## src/rtl/jsu_pkg.sv

```systemverilog
`default_nettype none
package jsu_pkg;

	localparam int QDEPTH = 4;
	localparam int QAW    = $clog2(QDEPTH);

	localparam logic [7:0] CH_BSLASH = 8'h5C;
	localparam logic [7:0] CH_U      = 8'h75;
	localparam logic [7:0] CH_N      = 8'h6E;
	localparam logic [7:0] CH_R      = 8'h72;
	localparam logic [7:0] CH_T      = 8'h74;
	localparam logic [7:0] CH_B      = 8'h62;
	localparam logic [7:0] CH_F      = 8'h66;

	localparam logic [15:0] CP_TWO_BYTE   = 16'h0080;
	localparam logic [15:0] CP_THREE_BYTE = 16'h0800;
	localparam logic [7:0]  LEAD2         = 8'hC0;
	localparam logic [7:0]  LEAD3         = 8'hE0;
	localparam logic [7:0]  CONT          = 8'h80;

	typedef enum logic [2:0] {
		PH_NORMAL,
		PH_ESC,
		PH_HEX0,
		PH_HEX1,
		PH_HEX2,
		PH_HEX3,
		PH_ERR
	} phase_t;

	// One decoded input byte: up to three output bytes plus end-of-string status.
	typedef struct packed {
		logic [1:0]  cnt;
		logic [7:0]  b0;
		logic [7:0]  b1;
		logic [7:0]  b2;
		logic        last;
		logic        err;
		logic [15:0] len;
	} entry_t;

	// Bit 4 is set when the character is a hex digit, bits 3:0 carry its value.
	function automatic logic [4:0] hex_digit(input logic [7:0] c);
		logic [4:0] r;
		r = 5'd0;
		if (c >= 8'h30 && c <= 8'h39) begin
			r = {1'b1, 4'(c - 8'h30)};
		end else if (c >= 8'h61 && c <= 8'h66) begin
			r = {1'b1, 4'(c - 8'h57)};
		end else if (c >= 8'h41 && c <= 8'h46) begin
			r = {1'b1, 4'(c - 8'h37)};
		end
		return r;
	endfunction

	function automatic logic [7:0] escape_char(input logic [7:0] e);
		logic [7:0] r;
		r = e;
		if (e == CH_N) begin
			r = 8'h0A;
		end else if (e == CH_R) begin
			r = 8'h0D;
		end else if (e == CH_T) begin
			r = 8'h09;
		end else if (e == CH_B) begin
			r = 8'h08;
		end else if (e == CH_F) begin
			r = 8'h0C;
		end
		return r;
	endfunction

endpackage
`default_nettype wire

```

## src/rtl/json_string_unescape.sv

```systemverilog
// JSON string body unescaper with UTF-8 output.
// Input stream: s_tdata carries one raw byte of the escaped body, s_tlast
// marks the final byte of a string. Output stream: one decoded byte per
// transfer; m_tuser says whether m_tdata[7:0] holds a byte, m_tlast marks
// the final item of a string, which also carries the error flag and the
// decoded length. A string whose last byte decodes to nothing still ends
// with one item that has m_tuser low.
// The decoder front takes one input byte every cycle while its four-entry
// queue has room; a byte is decoded in the cycle it is taken and its result
// can appear on the output in the next cycle. The output side drains one
// item per cycle while m_tready is high, so a \u escape making three bytes
// holds its queue entry until all are sent, while the front keeps accepting.
// When the receiver stalls, the queue fills and s_tready drops after four
// pending entries; nothing is lost. Register out_limit (APB address 0,
// reset 65535) sets the output capacity including a terminator.
// Reset empties the queue, clears the decode state and restores out_limit.
`default_nettype none
module json_string_unescape (
	input  wire logic        clk,
	input  wire logic        arst_n,
	input  wire logic        s_tvalid,
	output logic             s_tready,
	input  wire logic [7:0]  s_tdata,   // [7:0] in_byte
	input  wire logic        s_tlast,
	output logic             m_tvalid,
	input  wire logic        m_tready,
	output logic [31:0]      m_tdata,   // [7:0] out_byte, [8] decode_error,
	                                    // [24:9] decoded_length, [31:25] zero
	output logic             m_tuser,   // [0] byte_valid
	output logic             m_tlast,
	input  wire logic        psel,
	input  wire logic        penable,
	input  wire logic        pwrite,
	input  wire logic [2:0]  paddr,
	input  wire logic [31:0] pwdata,
	output logic [31:0]      prdata,
	output logic             pready
);
	import jsu_pkg::*;

	logic [15:0] out_limit_q;
	logic        take;
	logic        push;
	logic        pop;
	logic        q_full;
	logic        q_not_empty;
	entry_t      fr_entry;
	entry_t      q_head;

	assign pready   = 1'b1;
	assign prdata   = (paddr[2] == 1'b0) ? {16'd0, out_limit_q} : 32'd0;
	assign s_tready = !q_full;
	assign take     = s_tvalid && s_tready;

	always_ff @(posedge clk or negedge arst_n) begin
		if (!arst_n) begin
			out_limit_q <= 16'hFFFF;
		end else if (psel && penable && pwrite && pready && (paddr[2] == 1'b0)) begin
			out_limit_q <= pwdata[15:0];
		end
	end

	jsu_front u_front (
		.clk     (clk),
		.arst_n  (arst_n),
		.take    (take),
		.in_byte (s_tdata),
		.in_last (s_tlast),
		.limit   (out_limit_q),
		.push    (push),
		.entry   (fr_entry)
	);

	jsu_queue u_queue (
		.clk       (clk),
		.arst_n    (arst_n),
		.push      (push),
		.wr_entry  (fr_entry),
		.pop       (pop),
		.head      (q_head),
		.not_empty (q_not_empty),
		.full      (q_full)
	);

	jsu_back u_back (
		.clk        (clk),
		.arst_n     (arst_n),
		.head       (q_head),
		.head_valid (q_not_empty),
		.pop        (pop),
		.m_tvalid   (m_tvalid),
		.m_tready   (m_tready),
		.m_tdata    (m_tdata),
		.m_tuser    (m_tuser),
		.m_tlast    (m_tlast)
	);

endmodule
`default_nettype wire

```

## src/rtl/jsu_front.sv

```systemverilog
`default_nettype none
module jsu_front (
	input  wire logic           clk,
	input  wire logic           arst_n,
	input  wire logic           take,
	input  wire logic [7:0]     in_byte,
	input  wire logic           in_last,
	input  wire logic [15:0]    limit,
	output logic                push,
	output jsu_pkg::entry_t     entry
);
	import jsu_pkg::*;

	phase_t      phase_q, phase_n;
	logic [15:0] acc_q, acc_n;
	logic [15:0] wcnt_q, wcnt_n;
	logic        err_q, err_n;
	logic [1:0]  n;
	logic [7:0]  b0, b1, b2;
	logic [4:0]  hd;
	logic [16:0] wcnt_x, lim_x;

	assign wcnt_x = {1'b0, wcnt_q};
	assign lim_x  = {1'b0, limit};

	always_comb begin
		phase_n = phase_q;
		acc_n   = acc_q;
		err_n   = err_q;
		n       = 2'd0;
		b0      = 8'h00;
		b1      = 8'h00;
		b2      = 8'h00;
		hd      = hex_digit(in_byte);
		unique case (phase_q)
			PH_NORMAL: begin
				if (wcnt_x + 17'd1 >= lim_x) begin
					phase_n = PH_ERR;
					err_n   = 1'b1;
				end else if (in_byte == CH_BSLASH) begin
					if (in_last) begin
						phase_n = PH_ERR;
						err_n   = 1'b1;
					end else begin
						phase_n = PH_ESC;
					end
				end else begin
					n  = 2'd1;
					b0 = in_byte;
				end
			end
			PH_ESC: begin
				if (in_byte == CH_U) begin
					if (in_last) begin
						phase_n = PH_ERR;
						err_n   = 1'b1;
					end else begin
						phase_n = PH_HEX0;
						acc_n   = 16'h0000;
					end
				end else begin
					phase_n = PH_NORMAL;
					n       = 2'd1;
					b0      = escape_char(in_byte);
				end
			end
			PH_HEX0, PH_HEX1, PH_HEX2, PH_HEX3: begin
				if (!hd[4]) begin
					phase_n = PH_ERR;
					err_n   = 1'b1;
				end else begin
					acc_n = {acc_q[11:0], hd[3:0]};
					if (phase_q != PH_HEX3) begin
						if (in_last) begin
							phase_n = PH_ERR;
							err_n   = 1'b1;
						end else begin
							phase_n = phase_t'(phase_q + 3'd1);
						end
					end else begin
						phase_n = PH_NORMAL;
						if (acc_n < CP_TWO_BYTE) begin
							n  = 2'd1;
							b0 = acc_n[7:0];
						end else if (acc_n < CP_THREE_BYTE) begin
							if (wcnt_x + 17'd3 > lim_x) begin
								phase_n = PH_ERR;
								err_n   = 1'b1;
							end else begin
								n  = 2'd2;
								b0 = LEAD2 | {3'b000, acc_n[10:6]};
								b1 = CONT | {2'b00, acc_n[5:0]};
							end
						end else begin
							if (wcnt_x + 17'd4 > lim_x) begin
								phase_n = PH_ERR;
								err_n   = 1'b1;
							end else begin
								n  = 2'd3;
								b0 = LEAD3 | {4'b0000, acc_n[15:12]};
								b1 = CONT | {2'b00, acc_n[11:6]};
								b2 = CONT | {2'b00, acc_n[5:0]};
							end
						end
					end
				end
			end
			default: begin
				phase_n = PH_ERR;
				err_n   = 1'b1;
			end
		endcase
		wcnt_n = wcnt_q + {14'd0, n};
	end

	assign push       = take && ((n != 2'd0) || in_last);
	assign entry.cnt  = n;
	assign entry.b0   = b0;
	assign entry.b1   = b1;
	assign entry.b2   = b2;
	assign entry.last = in_last;
	assign entry.err  = err_n;
	assign entry.len  = wcnt_n;

	always_ff @(posedge clk or negedge arst_n) begin
		if (!arst_n) begin
			phase_q <= PH_NORMAL;
			acc_q   <= 16'h0000;
			wcnt_q  <= 16'h0000;
			err_q   <= 1'b0;
		end else if (take) begin
			if (in_last) begin
				phase_q <= PH_NORMAL;
				acc_q   <= 16'h0000;
				wcnt_q  <= 16'h0000;
				err_q   <= 1'b0;
			end else begin
				phase_q <= phase_n;
				acc_q   <= acc_n;
				wcnt_q  <= wcnt_n;
				err_q   <= err_n;
			end
		end
	end

endmodule
`default_nettype wire

```

## src/rtl/jsu_queue.sv

```systemverilog
`default_nettype none
module jsu_queue (
	input  wire logic           clk,
	input  wire logic           arst_n,
	input  wire logic           push,
	input  wire jsu_pkg::entry_t wr_entry,
	input  wire logic           pop,
	output jsu_pkg::entry_t     head,
	output logic                not_empty,
	output logic                full
);
	import jsu_pkg::*;

	entry_t           slots [QDEPTH];
	logic [QAW-1:0]   wr_ptr_q, rd_ptr_q;
	logic [QAW:0]     count_q;

	assign head      = slots[rd_ptr_q];
	assign not_empty = (count_q != '0);
	assign full      = (count_q == (QAW+1)'(QDEPTH));

	always_ff @(posedge clk) begin
		if (push) begin
			slots[wr_ptr_q] <= wr_entry;
		end
	end

	always_ff @(posedge clk or negedge arst_n) begin
		if (!arst_n) begin
			wr_ptr_q <= '0;
			rd_ptr_q <= '0;
			count_q  <= '0;
		end else begin
			if (push) begin
				wr_ptr_q <= wr_ptr_q + 1'b1;
			end
			if (pop) begin
				rd_ptr_q <= rd_ptr_q + 1'b1;
			end
			count_q <= count_q + (QAW+1)'(push) - (QAW+1)'(pop);
		end
	end

`ifndef NO_ASSERTIONS
	a_no_push_full: assert property (@(posedge clk) disable iff (!arst_n)
		push |-> !full) else $error("queue written while full");
	a_no_pop_empty: assert property (@(posedge clk) disable iff (!arst_n)
		pop |-> not_empty) else $error("queue read while empty");
	a_count_track: assert property (@(posedge clk) disable iff (!arst_n)
		1'b1 |=> (count_q == $past(count_q) + (QAW+1)'($past(push))
			- (QAW+1)'($past(pop)))) else $error("queue fill count drifted");
`endif

endmodule
`default_nettype wire

```

## src/rtl/jsu_back.sv

```systemverilog
`default_nettype none
module jsu_back (
	input  wire logic            clk,
	input  wire logic            arst_n,
	input  wire jsu_pkg::entry_t head,
	input  wire logic            head_valid,
	output logic                 pop,
	output logic                 m_tvalid,
	input  wire logic            m_tready,
	output logic [31:0]          m_tdata,
	output logic                 m_tuser,
	output logic                 m_tlast
);
	import jsu_pkg::*;

	logic [1:0] idx_q;
	logic       final_item;
	logic       send;
	logic       has_byte;
	logic       at_end;
	logic [7:0] sel;

	assign has_byte   = (head.cnt != 2'd0);
	assign final_item = !has_byte || (idx_q == head.cnt - 2'd1);
	assign at_end     = head.last && final_item;
	assign m_tvalid   = head_valid;
	assign send       = head_valid && m_tready;
	assign pop        = send && final_item;

	always_comb begin
		unique case (idx_q)
			2'd0:    sel = head.b0;
			2'd1:    sel = head.b1;
			default: sel = head.b2;
		endcase
	end

	assign m_tdata[7:0]   = has_byte ? sel : 8'h00;
	assign m_tdata[8]     = at_end ? head.err : 1'b0;
	assign m_tdata[24:9]  = at_end ? head.len : 16'h0000;
	assign m_tdata[31:25] = 7'd0;
	assign m_tuser        = has_byte;
	assign m_tlast        = at_end;

	always_ff @(posedge clk or negedge arst_n) begin
		if (!arst_n) begin
			idx_q <= 2'd0;
		end else if (send) begin
			idx_q <= final_item ? 2'd0 : idx_q + 2'd1;
		end
	end

endmodule
`default_nettype wire

```

## config.mk

```make
export PLATFORM = sky130hd
export DESIGN_NAME = json_string_unescape
export DESIGN_NICKNAME = d
export VERILOG_FILES = /design/src/rtl/jsu_pkg.sv /design/src/rtl/json_string_unescape.sv /design/src/rtl/jsu_front.sv /design/src/rtl/jsu_queue.sv /design/src/rtl/jsu_back.sv
export SDC_FILE = /design/constraint.sdc
export NUM_CORES = 1
export LEC_CHECK = 0
export BUFFER_PORTS_ARGS = -buffer_cell sky130_fd_sc_hd__buf_2
export CAP_MARGIN = 20
export CORE_MARGIN = 1.5
export CORE_UTILIZATION = 62
export CTS_BUF_LIST = sky130_fd_sc_hd__clkbuf_4 sky130_fd_sc_hd__clkbuf_8
export CTS_CLUSTER_SIZE = 8
export DETAILED_ROUTE_END_ITERATION = 8
export PLACE_DENSITY = 0.83
export SYNTH_ARGS = -nofsm -noshare
export SYNTH_HDL_FRONTEND = slang
export SYNTH_SLANG_ARGS = --single-unit
```

## constraint.sdc

```tcl
create_clock -name clk -period 6.2 [get_ports clk]
set_input_delay 0.93 -clock clk [delete_from_list [all_inputs] [get_ports clk]]
set_output_delay 0.93 -clock clk [all_outputs]
set_load 0.1 [all_outputs]
```

# == Yosys cells after proc, flatten, opt, wreduce, memory -nomap -nowiden ==
# Memories as Yosys holds them, arrays and structs flattened.
# Index checks and enable logic that the tools add are counted.
# W data, S select, Z words.
# totals
elab_cells,156
ff_bits,57
rom_bits,0
memories,1
input_bits,51
latch_bits,0
ram_bits,176
# mem_list
memory,words,width,rd,rd_clocked_by_memory_dff,write_ports,line,source
u_queue.slots,4,44,1,0,1,jsu_queue.sv:14,entry_t slots [QDEPTH];
# op_classes
n_mux,77
div_mod_pow,0
order_cmp,11
n_shift,0
reduce_logical,24
n_eq_ne,19
bitwise_logic,1
multipliers,0
addsub,14
# ops
op,count
$mux W8,28
$eq A8 B7 Y1 const B,7
$mux W16,3
$mux W12,3
$gt A17 B16 Y1,2
$mux W3,9
$pmux W12 S2,1
$pmux W8 S3,1
$mux W2,9
$add A16 B1 Y17 const B,1
$add A16 B2 Y17 const B,1
$add A16 B3 Y17 const B,1
$ge A17 B16 Y1,1
$add A16 B2 Y16,1
$ge A8 B7 Y1 const B,2
$le A8 B7 Y1 const B,2
$lt A16 B12 Y1 const B,1
$lt A16 B8 Y1 const B,1
$mux W1,16
$pmux W8 S2,1
$mux W5,3
$logic_and A1 B1 Y1,11
$eq A3 B3 Y1 const B,3
$pmux W3 S3,1
28 further kinds,37

# == Longest topological paths before layout ==
# logic_depth
depth_word,16
depth_mapped,23
mapped_depth_nobuf,22

# == By module ==
# A second synthesis with hierarchy kept.
# hier_totals
hier_cells,1016
area_unflattened_um2,12729.7
# modules_own_cells
module,instances,area_per_inst_um2,seq_area_each_um2,cells_each
jsu_queue,1,6801.5,5460.2,264
jsu_front,1,4460.5,800.8,585
json_string_unescape,1,929.6,420.4,72
jsu_back,1,538.0,50.0,95

# == Worst setup path before layout ==
# OpenSTA, ideal clock, no wires.
# synth_path
path_type,reg-to-reg
startpoint,register u_front.wcnt_q[2]
endpoint,"memory u_queue.slots[0][0] (netlist bit), enable pin"
required_time_ns,5.796
arrival_time_ns,4.806
setup_slack_ns,0.990
path_stages_with_launch,17
path_cell_list,dfrtp_1 > clkbuf_1 > nand3_1 > nor2_1 > nand2_1 > nor2_1 > nand3_1 > xnor2_1 > ha_1 > nand3_1 > or3_1 > nor4_1 > o21ai_0 > nor3_2 > a2111oi_2 > a31oi_4 > and2_1
# synth_via
elab_chain_len,13
# synth_rtl
element,line,source
start: declaration,jsu_front.sv:16,"logic [15:0] wcnt_q, wcnt_n;"
start signal: assignment,jsu_front.sv:140,wcnt_q <= wcnt_n;
$add A16 B3 Y17 / $add A16 B2 Y17 (equally long branches),"jsu_front.sv:95, jsu_front.sv:86",
$gt A17 B16 Y1 (on tied branches),"jsu_front.sv:95, jsu_front.sv:86",
$mux W2 (on tied branches),"jsu_front.sv:95, jsu_front.sv:86",
$mux W2,jsu_front.sv:85,end else if (acc_n < CP_THREE_BYTE) begin
$mux W2,jsu_front.sv:82,if (acc_n < CP_TWO_BYTE) begin
$mux W2,jsu_front.sv:73,if (phase_q != PH_HEX3) begin
$mux W2,jsu_front.sv:68,if (!hd[4]) begin
$pmux W2 S3 (*),jsu_front.sv:35,unique case (phase_q)
$reduce_bool A2 Y1 (*),jsu_front.sv:116,assign push = take && ((n != 2'd0) || in_last);
$logic_or A1 B1 Y1 (*),jsu_front.sv:116,
$logic_and A1 B1 Y1 (*),jsu_front.sv:116,
$mux W1 (*),jsu_queue.sv:23,if (push) begin
$mux W1 (not written as such) (*),jsu_queue.sv:24,slots[wr_ptr_q] <= wr_entry;
end: declaration,jsu_queue.sv:14,
# Every way passes the cells marked *; elsewhere a longest branch is shown, timed or not.

==> out/summary.txt <==
========================================================================================
IO Count                                                                             120
Sequential-to-total area share from yosys stat                                     53.8%
WP buf/inv                                                                             1
Met2 Track Usage GR                                                                41.4%
Starting density of the core                                                       63.9%
Max_cap viols                                                                          0
Overall die area                                                              20,300 um2
Average vias per placed instance                                                    6.04
Clock insertion delay at the later pin of the skew report                        0.52 ns
Global Route met3 Usage                                                            5.01%
Post-synth EDFFs                                                                     168
Measured slew at the worst slew-check pin                                       0.910 ns
Peak ir drop on the vdd network                                                   265 uV
Final min period                                                                 5.72 ns
Setup TNS after final layout                                                        0 ns
Cell area after technology mapping                                            12,100 um2
Detailed placement HPWL                                                        18,400 um
Layout fillers                                                                     1,300
Maximum clock path buffer count                                                        3
Count of routing violations after the opening detailed-route iteration               749
Die outline width                                                                 143 um
First-pass GRT wire length                                                     41,600 um
Critical path type                                                               reg2reg
Residual antenna-violating net count after detailed routing                            0
# hold bufs at CTS                                                                     0
All-Layer GR Usage                                                                 26.8%
Count of endpoints failing setup in the final report                                   0
# H-tree levels                                                                        2
Number of buffers created by CTS                                                      37
Worst stage delay on the critical path                                           0.70 ns
Cells along the critical path                                               ha_1, and3_1, and3_1, and3_1, xor2_1, ha_1, a21oi_1, nor3_1, a2111oi_0, o21ai_0, nor3_2, a2111oi_2, inv_1, ha_1, a21oi_1, nor3_1, nand3_1, xnor2_1, a22o_1
Maximum number of pins on one net before global-route repair                          58
Endpoint kind of the worst setup timing path                                        flop
Port buffer count                                                                     77
CTS clk-pin slew, worst paths                                                    0.06 ns
Post-CTS setup buffer count                                                            0
Primary FF master, synth                                                    sky130_fd_sc_hd__edfxtp_1
Avg Cell Area, Syn                                                              12.5 um2
Cell area power density                                                       499 nW/um2
Final Util                                                                         70.9%
Netlist cell types                                                                    67
Lkg Pwr                                                                          5.42 nW
Routed wire per std cell                                                         19.5 um
Unrepaired setup endpoints after global routing                                    false
CTS Root Buffer Type                                                        sky130_fd_sc_hd__clkbuf_8
Count of non-filler cells in the finished layout                                   1,340
Critical Path Slowest Stage Cell                                            sky130_fd_sc_hd__a2111oi_0
Data required time at the worst endpoint                                         6.66 ns
GRT overflow                                                                           0
Headroom to the max-slew limit                                                     38.8%
Antenna violations before repair                                                       0
Path type of the worst min-delay path                                            reg2reg
Number of diodes                                                                       0
Ys async rst share                                                                 25.3%
Final weighted congestion in routability-driven placement                          0.932
Detailed-route DRC error count                                                         0
Setup Skew                                                                     0.0119 ns
Clock tree from TritonCTS                                                          built
Post-Synthesis Cells                                                                 969
Outcome                                                                     finished clean
Ratio of cells with drive above 1 in the final layout                              23.8%
Clock sinks                                                                          225
Crit-path max FO                                                                      10
Nets                                                                               1,179
Number of global-route vias before repair                                          7,831
Core area                                                                     18,900 um2
Resized Gates After CTS                                                                0
Category of cells accounting for the largest share of critical-path delay   simple AND/OR/NAND/NOR gates
Met1 demand-to-capacity share in global routing                                    38.8%
Final Hold Vio Count                                                                   0
Die Span Y                                                                        143 um
Synthesized flop and latch total                                                     225
Area overhead of the layout relative to synthesis                                  11.0%
Portion of the clock cycle consumed by the worst path in the final layout          92.3%
Final routed wirelength across all metal layers                                26,100 um
Number of vias after detailed routing                                              8,099
DR pass1 iterations                                                                    8
Synth warn                                                                             0
Slew Viols, Final                                                                      0
Total placed cells including tap cells                                             1,275
GRT Max-Usage Layer                                                                 met2
Fmax                                                                             175 MHz
Floorplan row count                                                                   50
Worst Path Arrival                                                               6.18 ns
Critical Path Start Type                                                            flop
========================================================================================
cell usage in the layout, fill, tap and decap left out, drive strengths merged, types with 4 or more instances in the layout:
| cell | Yosys | layout |
|---|---|---|
| a211oi | 7 | 7 |
| a21oi | 38 | 38 |
| a22o | 17 | 17 |
| a22oi | 14 | 14 |
| a31o | 4 | 4 |
| and2 | 12 | 12 |
| and3 | 8 | 8 |
| buf | 37 | 97 |
| clkbuf | 35 | 57 |
| clkinv | 0 | 4 |
| conb | 2 | 24 |
| dfrtp | 41 | 41 |
| dfstp | 16 | 16 |
| edfxtp | 168 | 168 |
| ha | 71 | 71 |
| inv | 47 | 48 |
| mux2 | 18 | 18 |
| mux2i | 4 | 4 |
| mux4 | 41 | 41 |
| nand2 | 83 | 83 |
| nand2b | 10 | 10 |
| nand3 | 22 | 22 |
| nand4 | 5 | 5 |
| nor2 | 59 | 59 |
| nor2b | 22 | 22 |
| nor3 | 21 | 21 |
| nor4 | 6 | 6 |
| o21ai | 38 | 38 |
| o21bai | 7 | 7 |
| o31ai | 4 | 4 |
| or2 | 4 | 4 |
| or3 | 5 | 5 |
| xnor2 | 37 | 37 |
| xor2 | 25 | 25 |
layer usage:
| layer | up-vias | routed length, um |
|---|---|---|
| li1 | 3698 | - |
| met5 | - | 0 |
| met2 | 413 | 12100 |
| met1 | 3926 | 11300 |
| met4 | 0 | 692 |
| met3 | 62 | 2030 |
final cells by class:
type	count	area (um2)	share of cell area [%]
flip-flops and latches	225	6490	48.5
inverters	47	176	1.32
multi-input cells	647	5130	38.3
clock inverters	7	40.0	0.299
clock buffers	57	672	5.01
repair buffers	97	561	4.18
well taps	260	325	2.43
flip-flops by register name, indices dropped and copies added (netlist names):
name,flops
u_queue.count_q,3
u_queue.slots,168
out_limit_q,16
u_front.wcnt_q,16
u_front.acc_q,12
u_front.err_q,1
u_front.phase_q,3
u_back.idx_q,2
u_queue.rd_ptr_q,2
u_queue.wr_ptr_q,2
through the flow:
step | hold WS [ns] | setup slack, ns | cell area, um2 | power [mW]
3_3_place_gp | 0.476 | 0.704 | 12700 | 5.37
5_1_grt | 0.543 | 0.138 | 13400 | 6.99
4_1_cts | 0.489 | 0.629 | 13400 | 6.71
6_report | 0.489 | 0.478 | 13400 | 6.68
2_1_floorplan | 0.460 | 0.990 | 12200 | 4.80
3_5_place_dp | 0.482 | 0.651 | 12700 | 5.46
cell usage after synthesis (all sizes together) (4+ instances only):
library cell,number,share of area [%]
nand3,22,0.91
xnor2,37,2.7
mux4,41,7.6
a22o,17,1.2
or3,5,0.26
o21bai,7,0.53
nand2,83,2.6
mux2,18,1.7
o31ai,4,0.25
nor2b,22,1.1
edfxtp,168,42
a22oi,14,0.87
dfstp,16,3.5
clkbuf,35,1.1
and2,12,0.64
nand4,5,0.26
a211oi,7,0.44
ha,71,7.4
xor2,25,1.8
nor4,6,0.31
mux2i,4,0.33
a31o,4,0.29
or2,4,0.21
and3,8,0.41
nor2,59,1.8
dfrtp,41,8.5
nor3,21,0.91
nand2b,10,0.52
buf,37,1.9
o21ai,38,1.6
inv,47,1.5
a21oi,38,1.6
cells by family after synthesis:
family	Yosys count	share of synthesized area [%]
buffers and inverters	119	4.49
muxes	63	9.66
other	2	0.0622
DFF	225	53.8
and+or+nand+nor	269	10.8
AOI/OAI and AO/OA	156	9.03
adders and majority gates	73	7.69
xor gates and xnor gates	62	4.50
final timing paths:
path	start	to	slack (ns)	cells past startpoint
min reg2reg	u_queue.count_q[2]$_DFF_PN0_	u_queue.count_q[2]$_DFF_PN0_	0.49	1
max	u_front.wcnt_q[2]$_DFFE_PN0P_	u_front.wcnt_q[11]$_DFFE_PN0P_	0.48	19
max in group asynchronous	arst_n	u_queue.rd_ptr_q[1]$_DFFE_PN0P_	5.07	2
max reg2reg	u_front.wcnt_q[2]$_DFFE_PN0P_	u_front.wcnt_q[11]$_DFFE_PN0P_	0.48	19
min	u_queue.count_q[2]$_DFF_PN0_	u_queue.count_q[2]$_DFF_PN0_	0.49	1
min in group asynchronous	arst_n	u_front.phase_q[1]$_DFFE_PN0P_	0.58	2
power breakdown:
part / total [mW] / leakage [nW] / internal (mW) / switching [mW]
clock: 1.24 / 0.377 / 0.690 / 0.552
sequential: 2.22 / 2.28 / 2.03 / 0.185
combinational: 3.22 / 2.76 / 0.877 / 2.35
(Power assumes the default switching activity.)
